--- config.mk ---
export PLATFORM = sky130hd
export DESIGN_NAME = soa_off_unit
export DESIGN_NICKNAME = d
export VERILOG_FILES = /design/src/hw/rtl/soa_pkg.sv /design/src/hw/rtl/soa_off_unit.sv
export SDC_FILE = /design/constraint.sdc
export NUM_CORES = 1
export LEC_CHECK = 0
export BUFFER_PORTS_ARGS = -buffer_cell sky130_fd_sc_hd__buf_2
export CAP_MARGIN = 10
export CORE_MARGIN = 8
export CORE_UTILIZATION = 40
export DETAILED_ROUTE_END_ITERATION = 7
export MAX_ROUTING_LAYER = met4
export PLACE_DENSITY = 0.73
export SLEW_MARGIN = 0
export SYNTH_ARGS = -nofsm -noshare
export SYNTH_HDL_FRONTEND = slang
export SYNTH_SLANG_ARGS = --single-unit
--- constraint.sdc ---
create_clock -name vclk -period 4.3
set_input_delay 0.215 -clock vclk [all_inputs]
set_output_delay 0.215 -clock vclk [all_outputs]
set_load 0.005 [all_outputs]
--- src/hw/rtl/soa_pkg.sv ---
// Shared types, constants and helpers for the slab object allocator.
`timescale 1ns / 1ps
package soa_pkg;

  localparam int DEF_PAGES = 64;
  localparam int NCLS = 6;
  localparam int HDR_BYTES = 28;
  // Region is 4 MiB aligned, so its upper ten address bits identify it
  localparam logic [9:0] REGION_HI = 10'h350;

  localparam logic [1:0] ST_OK   = 2'd0;
  localparam logic [1:0] ST_BIG  = 2'd1;
  localparam logic [1:0] ST_NOPG = 2'd2;
  localparam logic [1:0] ST_IGN  = 2'd3;

  // Per-page header record
  typedef struct packed {
    logic       live;
    logic [2:0] cls;
    logic       full;
    logic [7:0] cnt;
    logic [7:0] fresh;
    logic [8:0] dep;
  } soa_page_t;

  // Control of the shared offset unit
  typedef struct packed {
    logic       dec;
    logic [2:0] cls;
  } soa_ou_ctl_t;

  // Size to class; NCLS means too large
  function automatic logic [2:0] size_class(input logic [11:0] sz);
    logic [2:0] c;
    if (sz <= 12'd16) c = 3'd0;
    else if (sz <= 12'd32) c = 3'd1;
    else if (sz <= 12'd64) c = 3'd2;
    else if (sz <= 12'd128) c = 3'd3;
    else if (sz <= 12'd256) c = 3'd4;
    else if (sz <= 12'd512) c = 3'd5;
    else c = 3'(NCLS);
    return c;
  endfunction

  // Objects per page: (4096 - 28) / class bytes
  function automatic logic [7:0] objs_per_page(input logic [2:0] c);
    logic [7:0] n;
    case (c)
      3'd0: n = 8'd254;
      3'd1: n = 8'd127;
      3'd2: n = 8'd63;
      3'd3: n = 8'd31;
      3'd4: n = 8'd15;
      default: n = 8'd7;
    endcase
    return n;
  endfunction

  function automatic logic [2:0] cls_mod(input logic [2:0] c);
    return (c >= 3'(NCLS)) ? c - 3'(NCLS) : c;
  endfunction

endpackage

--- src/hw/rtl/soa_off_unit.sv ---
// Shared in-page offset unit: object offset on allocate, slot decode on free.
`timescale 1ns / 1ps
module soa_off_unit
  import soa_pkg::*;
(
  input  soa_ou_ctl_t ctl,
  input  logic [7:0]  idx,
  input  logic [11:0] rel,
  output logic [11:0] off,
  output logic [11:0] oidx,
  output logic        aligned
);
  logic [3:0]  sh;
  logic [11:0] opa;
  logic [11:0] opb;
  logic [11:0] sum;
  logic [11:0] mask;

  // Class bytes are 16 << cls
  assign sh = 4'(ctl.cls) + 4'd4;

  // One adder: header + (idx << sh), or rel - header
  assign opa = ctl.dec ? rel : (12'(idx) << sh);
  assign opb = ctl.dec ? (12'd0 - 12'(HDR_BYTES)) : 12'(HDR_BYTES);
  assign sum = opa + opb;

  assign mask    = (12'd1 << sh) - 12'd1;
  assign off     = sum;
  assign oidx    = sum >> sh;
  assign aligned = ((sum & mask) == 12'd0);
endmodule

### Word-level counts from Yosys, hierarchy flattened

Cells that the tools add are included.
W data, S select, Z words.

| word-level totals | value |
|---|---|
| word-level logic and storage cells | 10 |
| input port bits | 24 |
| output and inout bits | 25 |
| flip-flop bits (word level) | 0 |

| operators by class | value |
|---|---|
| shift-type cells | 3 |
| reductions and logical operators | 1 |
| bitwise gates (word level) | 1 |
| multiplexer cells | 2 |
| add/subtract/negate cells | 3 |

Operators with widths:

| operator | count |
|---|---|
| $mux W12 | 2 |
| $add A12 B12 Y12 | 1 |
| $and A12 B12 Y12 | 1 |
| $logic_not A12 Y1 | 1 |
| $shl A1 B4 Y12 const A | 1 |
| $shl A8 B4 Y12 | 1 |
| $shr A12 B4 Y12 | 1 |
| $sub A12 B1 Y12 const B | 1 |
| $add A3 B3 Y4 const B | 1 |

### Logic depth before layout (Yosys ltp)

| logic depth | value |
|---|---|
| depth after elaboration | 6 |
| depth in mapped cells | 13 |
| mapped depth without buffers | 11 |

### Least setup slack after synthesis

No wires, ideal clock.

| timing path | value |
|---|---|
| path type | input-to-output |
| start point | in ctl[0] (netlist name) |
| end point | out oidx[1] |
| slack | 1.091 ns |
| data arrival time | 2.994 ns |
| cell stages on the path | 12 |
| data required time | 4.085 ns |
| path through | clkbuf_8 -> inv_1 -> clkbuf_1 -> o221ai_1 -> a21oi_1 -> a21oi_1 -> ha_1 -> or4b_2 -> o211ai_1 -> nor3b_4 -> mux4_2 -> a2bb2oi_2 |

| on the way | value |
|---|---|
| cells in the longest elaborated chain, start to end | 5 |

Ends and longest elaborated chain:

| item | line | source |
|---|---|---|
| start: declaration | soa_off_unit.sv:6 | `input soa_ou_ctl_t ctl,` |
| $add A3 B3 Y4 (*) | soa_off_unit.sv:20 | `assign sh = 4'(ctl.cls) + 4'd4;` |
| $shl A8 B4 Y12 | soa_off_unit.sv:23 | `assign opa = ctl.dec ? rel : (12'(idx) << sh);` |
| $mux W12 | soa_off_unit.sv:23 |  |
| $add A12 B12 Y12 | soa_off_unit.sv:25 | `assign sum = opa + opb;` |
| $shr A12 B4 Y12 (*) | soa_off_unit.sv:29 | `assign oidx = sum >> sh;` |
| end: declaration | soa_off_unit.sv:10 | `output logic [11:0] oidx,` |

Every way passes the cells marked *; elsewhere a longest branch is shown, timed or not.

### Worst setup path in the final report

| timing path | value |
|---|---|
| start point | in ctl[0] (netlist name) |
| end point | out oidx[0] |

Same word-level chain as after synthesis.

==> reports/qor.csv <==
stage,metric,value,unit
final_layout,syn_to_final_growth,14.4,%
yosys,post_synth.cell_area_avg,7.61,um2
job,drv_cap,0,
timing,setup_viol,0,
timing,period_minus_slack,3.86,ns
global_route,overflow,0,
critical_path,cp_max_fo,21,
placement,port_buffers,45,
critical_path,required,4.09,ns
final_layout,fin_nets,234,
timing,hold_viol,0,
global_route,grt_max_degree,24,
final_layout,final_util,47.4,%
hold_path,hold_path_class,in2out,
final_layout,nFillCells,331,
critical_path,end_kind,output pin,
final_layout,seq_cells,0,
global_route,grt_antenna_before_repair,0,
floorplan,row_count,20,
global_route,grt_usage,14.0,%
timing,finalSetupTns,0,ns
pwr,leakage,0.670,nW
placement,routabilityCongestion,0.937,
timing,finalMaxSlewViolations,0,
drt,drc,0,
yosys,netlist_instances,165,
final_layout,fin_cells,246,
floorplan,die_y,72.0,um
floorplan,ios,49,
hold_path,min_delay_path_depth,3,
timing,tightest_slew,0.578,ns
floorplan,dieArea,5190,um2
final_layout,register_area,0,um2
floorplan,initial_utilization,41.4,%
placement,dp.cells,246,
timing,slew_headroom,61.2,%
critical_path,cp.arrival,3.64,ns
clock_network,cts_setup_buffers,0,
yosys,yosysSeqAreaShare,0,%
final_layout,layout-drive-gt1-share,31.7,%
clock_network,ctsHoldBuffers,0,
yosys,netlist-cell-type-count,59,
timing,max_clock_freq,259,MHz
drt,wl,3620,um
timing,fin_crit_sh,89.7,%
global_route,grt_pass1_vias,1253,
yosys,yosys_warnings,0,
timing,rsz0062_at_grt,false,
critical_path,start_kind,primary input,
yosys,syn_area,1250,um2
floorplan,die-width,72.0,um
drt,ant_nets,0,
pwr,power_density,167,nW/um2
clock_network,ctsResizeCount,0,
floorplan,coreArea,3030,um2
final_layout,diodes,0,
pwr,ir_worst_vdd,57.5,uV
drt,dr_total_vias,1370,
final_layout,clock_buffers,0,
placement,dp_hpwl,3030,um
global_route,grt_pass1_wl,6010,um
drt,avgRoutedWirePerCell,14.7,um
drt,avgViaCountPerCell,5.57,
critical_path,critPathKind,in2out,
drt,drt_pass1_iterations,4,
drt,initialDrtViolationCount,110,
status,status,"complete, no violations",
## critical path: stages
cell	delay (ns)
buf_2	0.33
inv_1	0.31
a41o_1	0.26
ha_1	0.33
o41ai_1	0.36
a21oi_1	0.10
a311oi_1	0.35
o21bai_1	0.14
xnor2_1	0.49
mux2i_1	0.14
mux4_2	0.47
buf_2	0.14
## report_power, final
| part | internal, mW | leakage [nW] | total [mW] | switching [mW] |
|---|---|---|---|---|
| Clock | 0 | 0 | 0 | 0 |
| Combinational | 0.109 | 0.670 | 0.240 | 0.131 |
| Sequential | 0 | 0 | 0 | 0 |
| Total | 0.109 | 0.670 | 0.240 | 0.131 |
## synth_stat cells, drive strengths merged (5+ instances only)
master	count	area, um2
clkbuf	7	76.3
inv	13	48.8
nand2	14	52.6
a21oi	7	35.0
mux4	6	139
buf	7	57.6
o21a	6	45.0
o21ai	8	40.0
ha	5	62.6
mux2i	6	60.1
and2	9	56.3
nor2	14	52.6
## through the flow
step | worst slack (ns) | hold WS [ns] | cell area, um2 | total power, mW
4_1_cts | 0.446 | 0.730 | 1440 | 0.241
5_1_grt | 0.0475 | 0.746 | 1440 | 0.267
3_3_place_gp | 0.546 | 0.727 | 1440 | 0.241
6_report | 0.442 | 0.731 | 1440 | 0.240
2_1_floorplan | 1.09 | 0.506 | 1270 | 0.172
3_5_place_dp | 0.468 | 0.729 | 1440 | 0.241
## metal layers
metal | vias to the layer above | wire (um) | track usage [%]
li1 | 688 | - | -
met1 | 633 | 1730 | 18.6
met2 | 47 | 1680 | 23.2
met3 | 2 | 197 | 1.65
met4 | 0 | 17 | 0.680
met5 | - | 0 | -
## final cells by class
type | count | area, um2 | area share, %
multi-input cells | 139 | 1080 | 75.0
repair buffers | 48 | 248 | 17.3
inverters | 15 | 56.3 | 3.92
well taps | 44 | 55.1 | 3.84
## cells in the final DEF (no fill, tap or decap), types with 2 or more instances in the layout
master,instances
buf_2,45
nand2_1,14
nor2_1,14
inv_1,13
and2_1,8
a21oi_1,7
mux2i_1,6
o21ai_0,6
o21a_1,6
mux4_2,5
ha_1,5
a31oi_1,4
nor3_1,4
a211oi_1,4
xor2_1,4
conb_1,4
o211ai_1,3
buf_4,3
clkinv_1,2
o21bai_1,2
a311oi_1,2
nand3_1,2
o21ai_1,2
or4_1,2
mux2_2,2
xnor2_1,2
a31o_2,2
## cells by family after synthesis
logic type                 Yosys count  synth area share, %
and+or+nand+nor                     54                 23.8
other                                1                0.299
AOI/OAI and AO/OA                   55                 32.3
muxes                               14                 17.6
adders and majority gates            6                 6.58
buffers and inverters               29                 15.2
xor gates and xnor gates             6                 4.19
## worst paths after layout
path	start	endpoint	slack, ns
setup / recovery	ctl[0]	oidx[0]	0.44
hold / removal	rel[1]	off[1]	0.73
Note: power is estimated with default switching activity, not from simulation.
