$ cat config.mk
export PLATFORM = sky130hd
export DESIGN_NAME = soa_ram
export DESIGN_NICKNAME = d
export VERILOG_FILES = /design/src/hw/rtl/soa_ram.sv
export SDC_FILE = /design/constraint.sdc
export NUM_CORES = 1
export LEC_CHECK = 0
export BUFFER_PORTS_ARGS = -buffer_cell sky130_fd_sc_hd__buf_2
export CORE_UTILIZATION = 28
export DETAILED_ROUTE_END_ITERATION = 8
export GPL_ROUTABILITY_DRIVEN = 0
export HOLD_SLACK_MARGIN = 0.02
export PLACE_DENSITY = 0.54
export SLEW_MARGIN = 20
export SYNTH_ARGS = -nofsm -noshare
export SYNTH_HDL_FRONTEND = slang
export SYNTH_SLANG_ARGS = --single-unit
$ cat constraint.sdc
create_clock -name clk -period 2.1 [get_ports clk]
set_input_delay 0.21 -clock clk [delete_from_list [all_inputs] [get_ports clk]]
set_output_delay 0.21 -clock clk [all_outputs]
set_load 0.01 [all_outputs]
$ cat src/hw/rtl/soa_ram.sv
// Generic single write port RAM with registered read.
`timescale 1ns / 1ps
module soa_ram #(
  parameter int W = 8,
  parameter int DEPTH = 64
) (
  input  logic                                   clk,
  input  logic                                   we,
  input  logic [((DEPTH > 1) ? $clog2(DEPTH) : 1)-1:0] waddr,
  input  logic [W-1:0]                           wdata,
  input  logic [((DEPTH > 1) ? $clog2(DEPTH) : 1)-1:0] raddr,
  output logic [W-1:0]                           rdata
);
  logic [W-1:0] mem [DEPTH];
  logic [W-1:0] rdata_r;

  always_ff @(posedge clk) begin
    if (we) begin
      mem[waddr] <= wdata;
    end
    rdata_r <= mem[raddr];
  end

  assign rdata = rdata_r;
endmodule

Word level (Yosys, flattened, before mapping)
Memories as Yosys holds them, arrays and structs flattened. A register that Yosys moved wholly into a read port is not among the register bits. Cells that the tools add are included.

Memories: 1. Bits of input ports: 22. Latch bits: 0. Bits in read-only memories: 0. Word-level logic and storage cells: 3. Output and inout port bits: 8. Bits in writable memories: 512. Flip-flop bits (word level): 0.

Memory list: mem (depth 64, width 8, rd ports 1, clocked after Yosys merged registers in 1, write ports 1, RTL line 14) `logic [W-1:0] mem [DEPTH];`.

Shift-type cells: 0. $lt $le $gt $ge: 0. Reduce and logical (&&, ||, !) cells: 0. Add/subtract/negate cells: 0. Muxes and demuxes: 2. Div/mod/pow operators: 0. Multiply operators: 0. Eq/ne operators: 0. Bitwise gates (word level): 0.

Operator list (count): two-way mux 1 bit (2).

Depth between registers and ports, before layout
Gate-level depths: netlist of run 1.

Word-level depth: 2. Depth in mapped cells: 9. Depth with buffers taken out: 5.

Worst setup path after synthesis of run 1
OpenSTA, ideal clock, no wires.

Path type: input to register. Start: input port raddr[1] (netlist name). End: register rdata_r[3], in the netlist rdata[3], read port of mem. Stages on the path: 7. Buffers on the path: 3. Slack: 222 ps. Data required time: 1972 ps. Arrival time: 1750 ps. Cell sequence: buf_4 buf_2 buf_2 mux4_2 mux4_2 o21ai_1 o41ai_1.

RTL lines: from (decl) (RTL line 11) `input logic [((DEPTH > 1) ? $clog2(DEPTH) : 1)-1:0] raddr,`; to (decl) (RTL line 15) `logic [W-1:0] rdata_r;`.

==> results.ini, run 1 <==
[sta]
hold_viol_final=0
final-max-slew-violation-count=0
setup_ws_ns=0.07177
worst_clock_skew_ns=0.02004
fin_crit_sh=0.9658
timing.final.setup_violations=0
final_period_minus_worst_setup_slack_ns=2.028
maxClockFrequency_ghz=0.4930
final.hold.worst_slack_ns=0.1125
max-slew-margin-rel=0.4924
grt_setup_unrepaired=false
timing_worst_slew_pin_value_ns=0.7614

[pwr]
power_frac_comb=0.054
power_leakage_nw=7.786
cellPowerDensity_nw_per_um2=920.3
netSwitchingPower_w=0.004690
power_w=0.02240
sequentialPowerShare=0.515
power.switching_fraction=0.2094
p_int_w=0.01771
irDropWorstVdd_mv=0.5996
clk_pwr_share=0.431

[cells_and_area]
end_of_flow_core_utilization=0.3411
filler_cell_count=6731
antenna_cells_inserted=0
layout.cell_area.non_filler_um2=24340
syn2layout_area_growth_pct=20.69
sequential_standard_cell_area_um2=15530
layout.cells.most_common=edfxtp_1
most-common-layout-cells=edfxtp_1, buf_4, mux4_2
finalNetCount=1147
multi_input_comb_area_um2=4320
final_layout_size_suffix_gt1_frac=0.3396

[grt]
global_route.overflow_total=0
grt_first_pass_wirelength_um=71650
maximum_number_of_pins_on_one_net_before_global_route_repair=65
grt_pass1_vias=10298
grt.total_usage=0.1334
grt_antenna_before_repair=4

[clock_tree]
cts.root.buffer_cell=clkbuf_16
cts.sinks=520
tritoncts.num_buffers=53
cts.reportedPaths.clkPinSlew_ns=0.06
cts.htree.levels=2
postCtsSetupBuffers=0
tritoncts=built
worstSkewPairLatency_ns=0.61
ctsLongestPathBuffers=3

[logic_synthesis]
fraction_of_registers_with_async_set_or_reset_after_synthesis=0
synthDominantAreaCellType=edfxtp_1
post_synth.cell_area_avg_um2=21.45
yosys_warnings=0
synth_fp_nets=962
leading_register_cell_type_out_of_synthesis=edfxtp_1
synthDistinctLibCells=40
synth_enable_flop_cells=512
ys_seq_elements=520
synth.top_cell.area_share=0.7624
netlist_instances=940
post_synth_instance_area_um2=20170
yosysSeqAreaShare=0.7703
synth_top_cells_by_area=edfxtp_1, mux4_2, nor2_1, mux2i_1, dfxtp_1

[die]
die_area_um2=73100
initial_core_util=0.2826
die_height_um=270.4
cell_row_count=98
floorplan.io_pins=30
core_um2=71360
die_x_um=270.4

[min_path]
worst_hold_path_type=input pin to flip-flop

[worst_setup_path]
critical_path_peak_fanout=1
rrSetupSlack_ns=0.07
endpoint_arrival_time_on_the_critical_path_ns=2.50
critical_path.endpoint_type=flip-flop
worstPathRequired_ns=2.58
slowest_cell_delay_on_critical_path_ns=0.46
worst-path-buf-inv=0
worst_setup_path_start_kind=flip-flop
cp_cell_instances=mux4_2 > mux2_2 > o221a_2 > nor3_2 > o32ai_1
critPathKind=flip-flop to flip-flop
cp_top_family=multiplexers
crit_path_top_delay_cell=mux4_2

[run_status]
outcome=completed

[routing]
avgRoutedWirePerCell_um=22.86
dr_total_vias=9868
detail_route.wirelength_um=48440
antenna_violating_nets_post_route=0
detail_route.vias_per_cell=4.657
drcViolationCount=0
drtPass1Iterations=5
drt-initial-drc-count=836

[placed_design]
preCtsSetupSlack_ns=-0.3921
dp_hpwl_um=31300
port_buffers=29
dpl-instance-area_um2=22540

[flow_run]
max_cap_viol=0

-- cell families (layout without fill, tap and decap cells) --
kind of cell	Yosys count	in the layout	share of synthesized area
and+or+nand+nor	153	153	0.03387
DFF	520	520	0.7703
buffers and inverters	51	280	0.01570
AOI/OAI and AO/OA	54	54	0.02072
muxes	162	162	0.1594
-- stage by stage --
step | std cells | setup TNS, ns
after floorplan | 940 | 0
final | 2119 | 0
after CTS | 2119 | 0
after global routing | 2119 | 0
after detailed placement | 2019 | -1.698
after global placement | 2019 | -1.760
-- sequential cells by signal (all words and copies together) (netlist names) --
| register | cells |
|---|---|
| rdata | 8 |
| mem | 512 |
-- timing repair --
action | 4_1_cts | 5_1_grt
hold buffers | 1 | 0
endpoints found under the setup margin | 1 | 0
resized for setup | 1 | 0
hold endpoints to repair | 2 | 0
-- worst register-to-register path, cell delays in order, from the launching register on --
cell and delay [ns]:
edfxtp_1 0.37, mux4_2 0.46, mux2_2 0.29, o221a_2 0.29
nor3_2 0.33, o32ai_1 0.17
-- cell type report --
class / instances / share of cell area
clock inverter: 29 / 0.01522
clock buffer: 70 / 0.05793
tap: 950 / 0.04884
sequential: 520 / 0.6383
timing repair buffer: 181 / 0.06225
multi-input combinational: 369 / 0.1775
-- layer usage --
metal,up-vias,GRT usage,wire length [um]
li1,4300,-,-
met2,277,0.2091,22850
met5,-,0,60
met1,5198,0.1831,21350
met3,85,0.02943,2815
met4,8,0.04475,1355
-- power groups by stage --
| stage | clock network [W] | logic [W] | registers [W] |
|---|---|---|---|
| after detailed placement | 0 | 0.00123 | 0.0118 |
| after global routing | 0.0103 | 0.00129 | 0.0115 |
| after floorplan | 0 | 0.000612 | 0.0117 |
| after global placement | 0 | 0.00121 | 0.0118 |
| after CTS | 0.00986 | 0.00123 | 0.0115 |
| final | 0.00966 | 0.00121 | 0.0115 |
-- synth_stat cells (2+ instances only) --
cell type / instances
a2111oi_0: 2
a211oi_1: 4
a21oi_1: 3
a221oi_1: 6
a22oi_1: 3
buf_1: 4
buf_12: 2
buf_2: 11
buf_4: 13
buf_6: 4
clkbuf_1: 17
dfxtp_1: 8
edfxtp_1: 512
mux2_2: 13
mux2i_1: 23
mux4_2: 126
nand2_1: 19
nand2b_1: 7
nand3_1: 13
nand3b_1: 3
nand4_1: 2
nor2_1: 83
nor2b_1: 14
nor3_1: 7
nor4_1: 2
o2111ai_1: 3
o21a_1: 2
o21ai_0: 2
o21ai_1: 2
o221a_2: 2
o221ai_1: 8
o22ai_1: 8
o2bb2ai_1: 3
o32ai_1: 2
o41ai_1: 2
-- path summary, 6_finish.rpt --
kind	start	end	cells past startpoint
setup / recovery	mem[29][4]	rdata[4]	5
hold reg to reg	mem[19][1]	rdata[1]	4
setup reg to reg	mem[29][4]	rdata[4]	5
hold / removal	waddr[2]	mem[54][5]	3
Note: power is estimated with default switching activity, not from simulation.
==> run 2: changes to the inputs <==
--- a/config.mk
+++ b/config.mk
@@ -9,7 +9,9 @@
 export CORE_UTILIZATION = 28
 export DETAILED_ROUTE_END_ITERATION = 8
 export GPL_ROUTABILITY_DRIVEN = 0
-export HOLD_SLACK_MARGIN = 0.02
+export GPL_TIMING_DRIVEN = 0
+export HOLD_SLACK_MARGIN = 0.1
+export MAX_ROUTING_LAYER = met4
 export PLACE_DENSITY = 0.54
 export SLEW_MARGIN = 20
 export SYNTH_ARGS = -nofsm -noshare
==> run 2 against run 1 <==
Against the previous run:
- wire length is 6.9% higher
- via count is 0.42% lower
- final cell count is 5.0% lower
==> results.ini, run 2 (synthesized netlist as in run 1, its figures left out) <==
[min_path]
timing.hold.worst.start=wdata[0]  ; was waddr[2]
worst_hold_path_type=input pin to flip-flop  ; unchanged

[routing]
dr_total_vias=9827  ; was 9868
avgRoutedWirePerCell_um=25.73  ; was 22.86 um
detail_route.vias_per_cell=4.884  ; was 4.657
drcViolationCount=0  ; unchanged
antenna_violating_nets_post_route=0  ; unchanged
drtPass1Iterations=5  ; unchanged
drt-initial-drc-count=1022  ; was 836
detail_route.wirelength_um=51760  ; was 48440 um

[pwr]
power_leakage_nw=7.078  ; was 7.786 nW
power.switching_fraction=0.2185  ; was 0.2094
irDropWorstVdd_mv=0.5915  ; was 0.5996 mV
clk_pwr_share=0.417  ; was 0.431
power_frac_comb=0.055  ; was 0.054
netSwitchingPower_w=0.004764  ; was 0.004690 W
sequentialPowerShare=0.528  ; was 0.515
cellPowerDensity_nw_per_um2=936.2  ; was 920.3 nW/um^2
p_int_w=0.01703  ; was 0.01771 W

[sta]
timing.final.setup_violations=0  ; unchanged
max-slew-margin-rel=0.3101  ; was 0.4924
final_period_minus_worst_setup_slack_ns=2.075  ; was 2.028 ns
timing_worst_slew_pin_value_ns=1.031  ; was 0.7614 ns
fin_crit_sh=0.9882  ; was 0.9658
hold_viol_final=0  ; unchanged
maxClockFrequency_ghz=0.4819  ; was 0.4930 GHz
final-max-slew-violation-count=0  ; unchanged
worst_clock_skew_ns=0.01837  ; was 0.02004 ns
grt_setup_unrepaired=true  ; was false

[grt]
global_route.overflow_total=0  ; unchanged
grt.total_usage=0.1455  ; was 0.1334
maximum_number_of_pins_on_one_net_before_global_route_repair=65  ; unchanged
grt_first_pass_wirelength_um=73920  ; was 71650 um
grt_pass1_vias=10071  ; was 10298
grt_antenna_before_repair=4  ; unchanged

[cells_and_area]
finalNetCount=1040  ; was 1147
layout.cells.most_common=edfxtp_1  ; unchanged
largest_register_ffs=512  ; unchanged
final_layout_size_suffix_gt1_frac=0.2760  ; was 0.3396
end_of_flow_core_utilization=0.3263  ; was 0.3411
syn2layout_area_growth_pct=15.46  ; was 20.69%
layout.cell_area.non_filler_um2=23280  ; was 24340 um^2
most-common-layout-cells=edfxtp_1, mux4_2, nor2_1  ; was edfxtp_1, buf_4, mux4_2
largest-register=mem  ; unchanged

[clock_tree]
ctsLongestPathBuffers=3  ; unchanged
tritoncts=built  ; unchanged
cts.reportedPaths.clkPinSlew_ns=0.06  ; about the same
tritoncts.num_buffers=53  ; unchanged
worstSkewPairLatency_ns=0.61  ; about the same
cts.root.buffer_cell=clkbuf_16  ; unchanged
cts.htree.levels=2  ; unchanged
cts.sinks=520  ; unchanged

[die]
core_um2=71360  ; unchanged
die_area_um2=73100  ; unchanged
initial_core_util=0.2826  ; unchanged
die_height_um=270.4  ; unchanged
floorplan.io_pins=30  ; unchanged
cell_row_count=98  ; unchanged
die_x_um=270.4  ; unchanged

[run_status]
outcome=completed  ; unchanged

[placed_design]
dpl-instance-area_um2=21500  ; was 22540 um^2
port_buffers=21  ; was 29
dp_hpwl_um=32940  ; was 31300 um

[worst_setup_path]
critPathKind=input pin to flip-flop  ; was flip-flop to flip-flop
cp_top_family=simple AND/OR/NAND/NOR gates  ; was multiplexers
critical_path_peak_fanout=10  ; was 1
cp-startpoint=waddr[2]  ; was mem[29][4]
worst_r2r_startpoint=mem[51][3]  ; was mem[29][4]
endpoint_arrival_time_on_the_critical_path_ns=2.30  ; was 2.50 ns
crit_path_top_delay_cell=nor2_1  ; was mux4_2
slowest_cell_delay_on_critical_path_ns=0.95  ; was 0.46 ns
worst-path-buf-inv=1  ; was 0
cp_cell_instances=clkbuf_1 > nor2b_1 > nand3_1 > nor2_1  ; was mux4_2 > mux2_2 > o221a_2 > nor3_2 > o32ai_1
worstPathRequired_ns=2.33  ; was 2.58 ns
worst_setup_path_start_kind=input pin  ; was flip-flop
critical_path.endpoint_type=flip-flop  ; unchanged

[flow_run]
max_cap_viol=0  ; unchanged

==> run 2: power groups by stage <==
stage	Clock [W]	Sequential, W	Combinational [W]
final	0.00908	0.0115	0.00121
after global routing	0.00962	0.0115	0.00127
after CTS	0.00924	0.0115	0.00121
after detailed placement	0	0.0117	0.00118
after floorplan	0	0.0117	0.000612
after global placement	0	0.0117	0.00116
==> run 2: per-layer routing <==
| layer | global-route usage | vias to the layer above | wire (um) |
|---|---|---|---|
| met3 | 0.02614 | 78 | 3658 |
| met4 | 0.04564 | 0 | 1243 |
| met5 | - | - | 0 |
| met2 | 0.2256 | 365 | 24720 |
| met1 | 0.1939 | 5280 | 22140 |
| li1 | - | 4104 | - |
==> run 2: area by class of cell <==
class	count	area, um^2
antenna	4	10.01
multi-input combinational	369	4408
tap	950	1189
sequential	520	15530
buffer	51	342.8
clock buffer	60	1353
fill	6825	48080
clock inverter	35	295.3
timing repair buffer	23	152.6
==> run 2: path summary, 6_finish.rpt <==
check / to / slack (ns) / depth (start not counted)
setup / recovery: mem[45][4] / 0.02 / 4
hold / removal: mem[10][0] / 0.13 / 1
setup reg to reg: rdata[3] / 0.03 / 4
hold reg to reg: rdata[4] / 0.99 / 3
==> run 2: stage by stage <==
| step | setup TNS [ns] | setup slack (ns) | std cells | hold slack, ns | power (W) |
|---|---|---|---|---|---|
| after global routing | -2.649 | -0.1137 | 2012 | 0.1299 | 0.02240 |
| after detailed placement | -180.76 | -1.202 | 1912 | 0.6152 | 0.01292 |
| final | 0 | 0.02477 | 2012 | 0.1308 | 0.02180 |
| after global placement | -154.84 | -1.147 | 1911 | 0.6149 | 0.01289 |
| after floorplan | 0 | 0.2223 | 940 | 0.3089 | 0.01235 |
| after CTS | 0 | 0.005771 | 2008 | 0.1255 | 0.02196 |
==> run 2: what timing repair did <==
action                                  in CTS  in global routing
resized for setup                           20                 17
gates cloned                                 0                  0
hold buffers                                 1                  0
endpoints found under the hold margin        2                  0
endpoints found under the setup margin       8                 71
buffers inserted                             0                  0
==> run 3: changes to the inputs <==
--- a/config.mk
+++ b/config.mk
@@ -13,6 +13,7 @@
 export HOLD_SLACK_MARGIN = 0.1
 export MAX_ROUTING_LAYER = met4
 export PLACE_DENSITY = 0.54
+export RECOVER_POWER = 100
 export SLEW_MARGIN = 20
 export SYNTH_ARGS = -nofsm -noshare
 export SYNTH_HDL_FRONTEND = slang
==> run 3 against run 2 <==
Against the previous run:
- the run now ends with setup timing left
- critical path depth did not move
- first-iteration DRC count is 1.1% lower
- utilization decreased by 0.063 points
- clock skew decreased by 0.0016 ns
- die area is the same
- hold slack better by 0.12 ns
- sequential share of layout area grew 0.13 points
- sequential power barely moved
- via count is 0.36% higher
- register-to-register slack is essentially flat
- wire length barely moved
- largest cell class unchanged
==> results.ini, run 3 (synthesized netlist as in run 1, its figures left out) <==
[run_status]
outcome=finished, violations left  ; was completed
failing_checks=setup timing

[routing]
drcViolationCount=0  ; unchanged
dr_total_vias=9862  ; was 9827
drt-initial-drc-count=1011  ; was 1022
antenna_violating_nets_post_route=0  ; unchanged
drtPass1Iterations=5  ; unchanged
detail_route.wirelength_um=51800  ; was 51760 um
detail_route.vias_per_cell=4.902  ; was 4.884
avgRoutedWirePerCell_um=25.75  ; was 25.73 um

[grt]
grt.total_usage=0.1455  ; unchanged
global_route.overflow_total=0  ; unchanged
grt_antenna_before_repair=4  ; unchanged
grt_pass1_vias=10071  ; unchanged
maximum_number_of_pins_on_one_net_before_global_route_repair=65  ; unchanged
grt_first_pass_wirelength_um=73920  ; unchanged

[die]
cell_row_count=98  ; unchanged
die_height_um=270.4  ; unchanged
floorplan.io_pins=30  ; unchanged
core_um2=71360  ; unchanged
die_area_um2=73100  ; unchanged
die_x_um=270.4  ; unchanged
initial_core_util=0.2826  ; unchanged

[clock_tree]
cts.root.buffer_cell=clkbuf_16  ; unchanged
ctsLongestPathBuffers=3  ; unchanged
cts.sinks=520  ; unchanged
tritoncts=built  ; unchanged
postCtsSetupBuffers=0  ; unchanged
cts.reportedPaths.clkPinSlew_ns=0.06  ; about the same
cts.htree.levels=2  ; unchanged
tritoncts.num_buffers=53  ; unchanged
worstSkewPairLatency_ns=0.62  ; was 0.61 ns

[sta]
max-slew-margin-rel=0.008175  ; was 0.3101
setup_ws_ns=-0.02050  ; was 0.02477 ns
timing.final.setup_violations=10  ; was 0
fin_tns_setup_ns=-0.1404  ; was 0 ns
hold_viol_final=0  ; unchanged
worst_clock_skew_ns=0.01679  ; was 0.01837 ns
grt_setup_unrepaired=true  ; unchanged
fin_crit_sh=1.010  ; was 0.9882
timing_worst_slew_pin_value_ns=1.488  ; was 1.031 ns
final_period_minus_worst_setup_slack_ns=2.120  ; was 2.075 ns
maxClockFrequency_ghz=0.4716  ; was 0.4819 GHz
final-max-slew-violation-count=0  ; unchanged

[cells_and_area]
finalNetCount=1040  ; unchanged
filler_cell_count=6832  ; was 6825
layout.cells.most_common=edfxtp_1  ; unchanged
syn2layout_area_growth_pct=15.24  ; was 15.46%
largest_register_ffs=512  ; unchanged
final_layout_size_suffix_gt1_frac=0.2665  ; was 0.2760
largest-register=mem  ; unchanged
most-common-layout-cells=edfxtp_1, mux4_2, nor2_1  ; unchanged
finish.cell_count_without_fillers=2012  ; unchanged

[worst_setup_path]
rrSetupSlack_ns=0.02  ; was 0.03 ns
cp_cell_instances=clkbuf_1 > nor2b_1 > nand3_1 > nor2_1  ; unchanged
worstPathRequired_ns=2.33  ; about the same
endpoint_arrival_time_on_the_critical_path_ns=2.35  ; was 2.30 ns
critPathKind=input pin to flip-flop  ; unchanged
worstReg2RegEnd=rdata[3]  ; unchanged
cp_top_family=simple AND/OR/NAND/NOR gates  ; unchanged
slowest_cell_delay_on_critical_path_ns=0.97  ; was 0.95 ns
critical_path_peak_fanout=10  ; unchanged
critical_path.endpoint_type=flip-flop  ; unchanged
worst_setup_path_start_kind=input pin  ; unchanged
worst-path-buf-inv=1  ; unchanged
worst_r2r_startpoint=mem[51][3]  ; unchanged
depth_of_the_worst_register_to_register_path=4  ; unchanged
crit_path_top_delay_cell=nor2_1  ; unchanged

[pwr]
power_w=0.02180  ; about the same
cellPowerDensity_nw_per_um2=937.8  ; was 936.2 nW/um^2
power_leakage_nw=7.040  ; was 7.078 nW
irDropWorstVdd_mv=0.5935  ; was 0.5915 mV

[placed_design]
place_inst=1912  ; unchanged
dp_hpwl_um=32940  ; unchanged
port_buffers=21  ; unchanged

[min_path]
min_path_cells=3  ; was 1
worst_hold_path_type=input pin to flip-flop  ; unchanged
timing.hold.worst.start=waddr[0]  ; was wdata[0]
worst_hold_path.endpoint=mem[49][7]  ; was mem[10][0]

[flow_run]
max_cap_viol=0  ; unchanged

run 3: stage by stage:
step           instance area (um^2)  hold WS, ns  worst slack (ns)    util
2_1_floorplan                 20170       0.3089            0.2223       -
3_3_place_gp                  21460       0.6149            -1.147  0.3007
5_1_grt                       23240       0.2586           -0.1137  0.3257
4_1_cts                       23220       0.1255          0.005771  0.3254
6_report                      23240       0.2529          -0.02050  0.3257
3_5_place_dp                  21500       0.6152            -1.202  0.3012
run 3: power breakdown:
group	switching (W)	leakage, nW	internal, W
clock	0.00396	0.807	0.00512
sequential	0.0000191	4.67	0.0115
combinational	0.000783	1.56	0.000413
run 3: timing repair:
item / CTS / global route
hold buffers: 1 / 0
endpoints found under the hold margin: 2 / 0
pin swaps: 0 / 0
endpoints found under the setup margin: 8 / 71
gates resized for setup: 20 / 17
run 3: worst max-delay path by stage:
stage / start / endpoint / slack, ns / depth (start not counted)
after floorplan: raddr[1] / rdata[3] / 0.22 / 7
after global placement: raddr[1] / rdata[4] / -1.15 / 8
after detailed placement: raddr[1] / rdata[4] / -1.20 / 8
after CTS: raddr[1] / rdata[3] / 0.006 / 9
after global routing: waddr[2] / mem[45][6] / -0.11 / 4
final: waddr[2] / mem[45][4] / -0.02 / 4
run 3: worst min-delay path, cell delays in order:
cell	delay, ns
buf_2	0.14
nand4_1	0.17
nor3_2	0.15
run 3: cell type report:
type	count	area [um^2]	area share
well taps	950	1189	0.05115
repair buffers	23	107.6	0.004630
clock inverters	35	295.3	0.01271
flip-flops and latches	520	15530	0.6685
multi-input cells	369	4408	0.1897
diodes	4	10.01	0.0004307
clock buffers	60	1353	0.05820
plain buffers	51	342.8	0.01475
run 3: layer usage:
| metal | part of all wire | vias up | track usage |
|---|---|---|---|
| li1 | - | 4103 | - |
| met1 | 0.44 | 5322 | 0.1939 |
| met2 | 0.48 | 349 | 0.2256 |
| met3 | 0.059 | 88 | 0.02614 |
| met4 | 0.026 | 0 | 0.04564 |
| met5 | 0 | - | - |
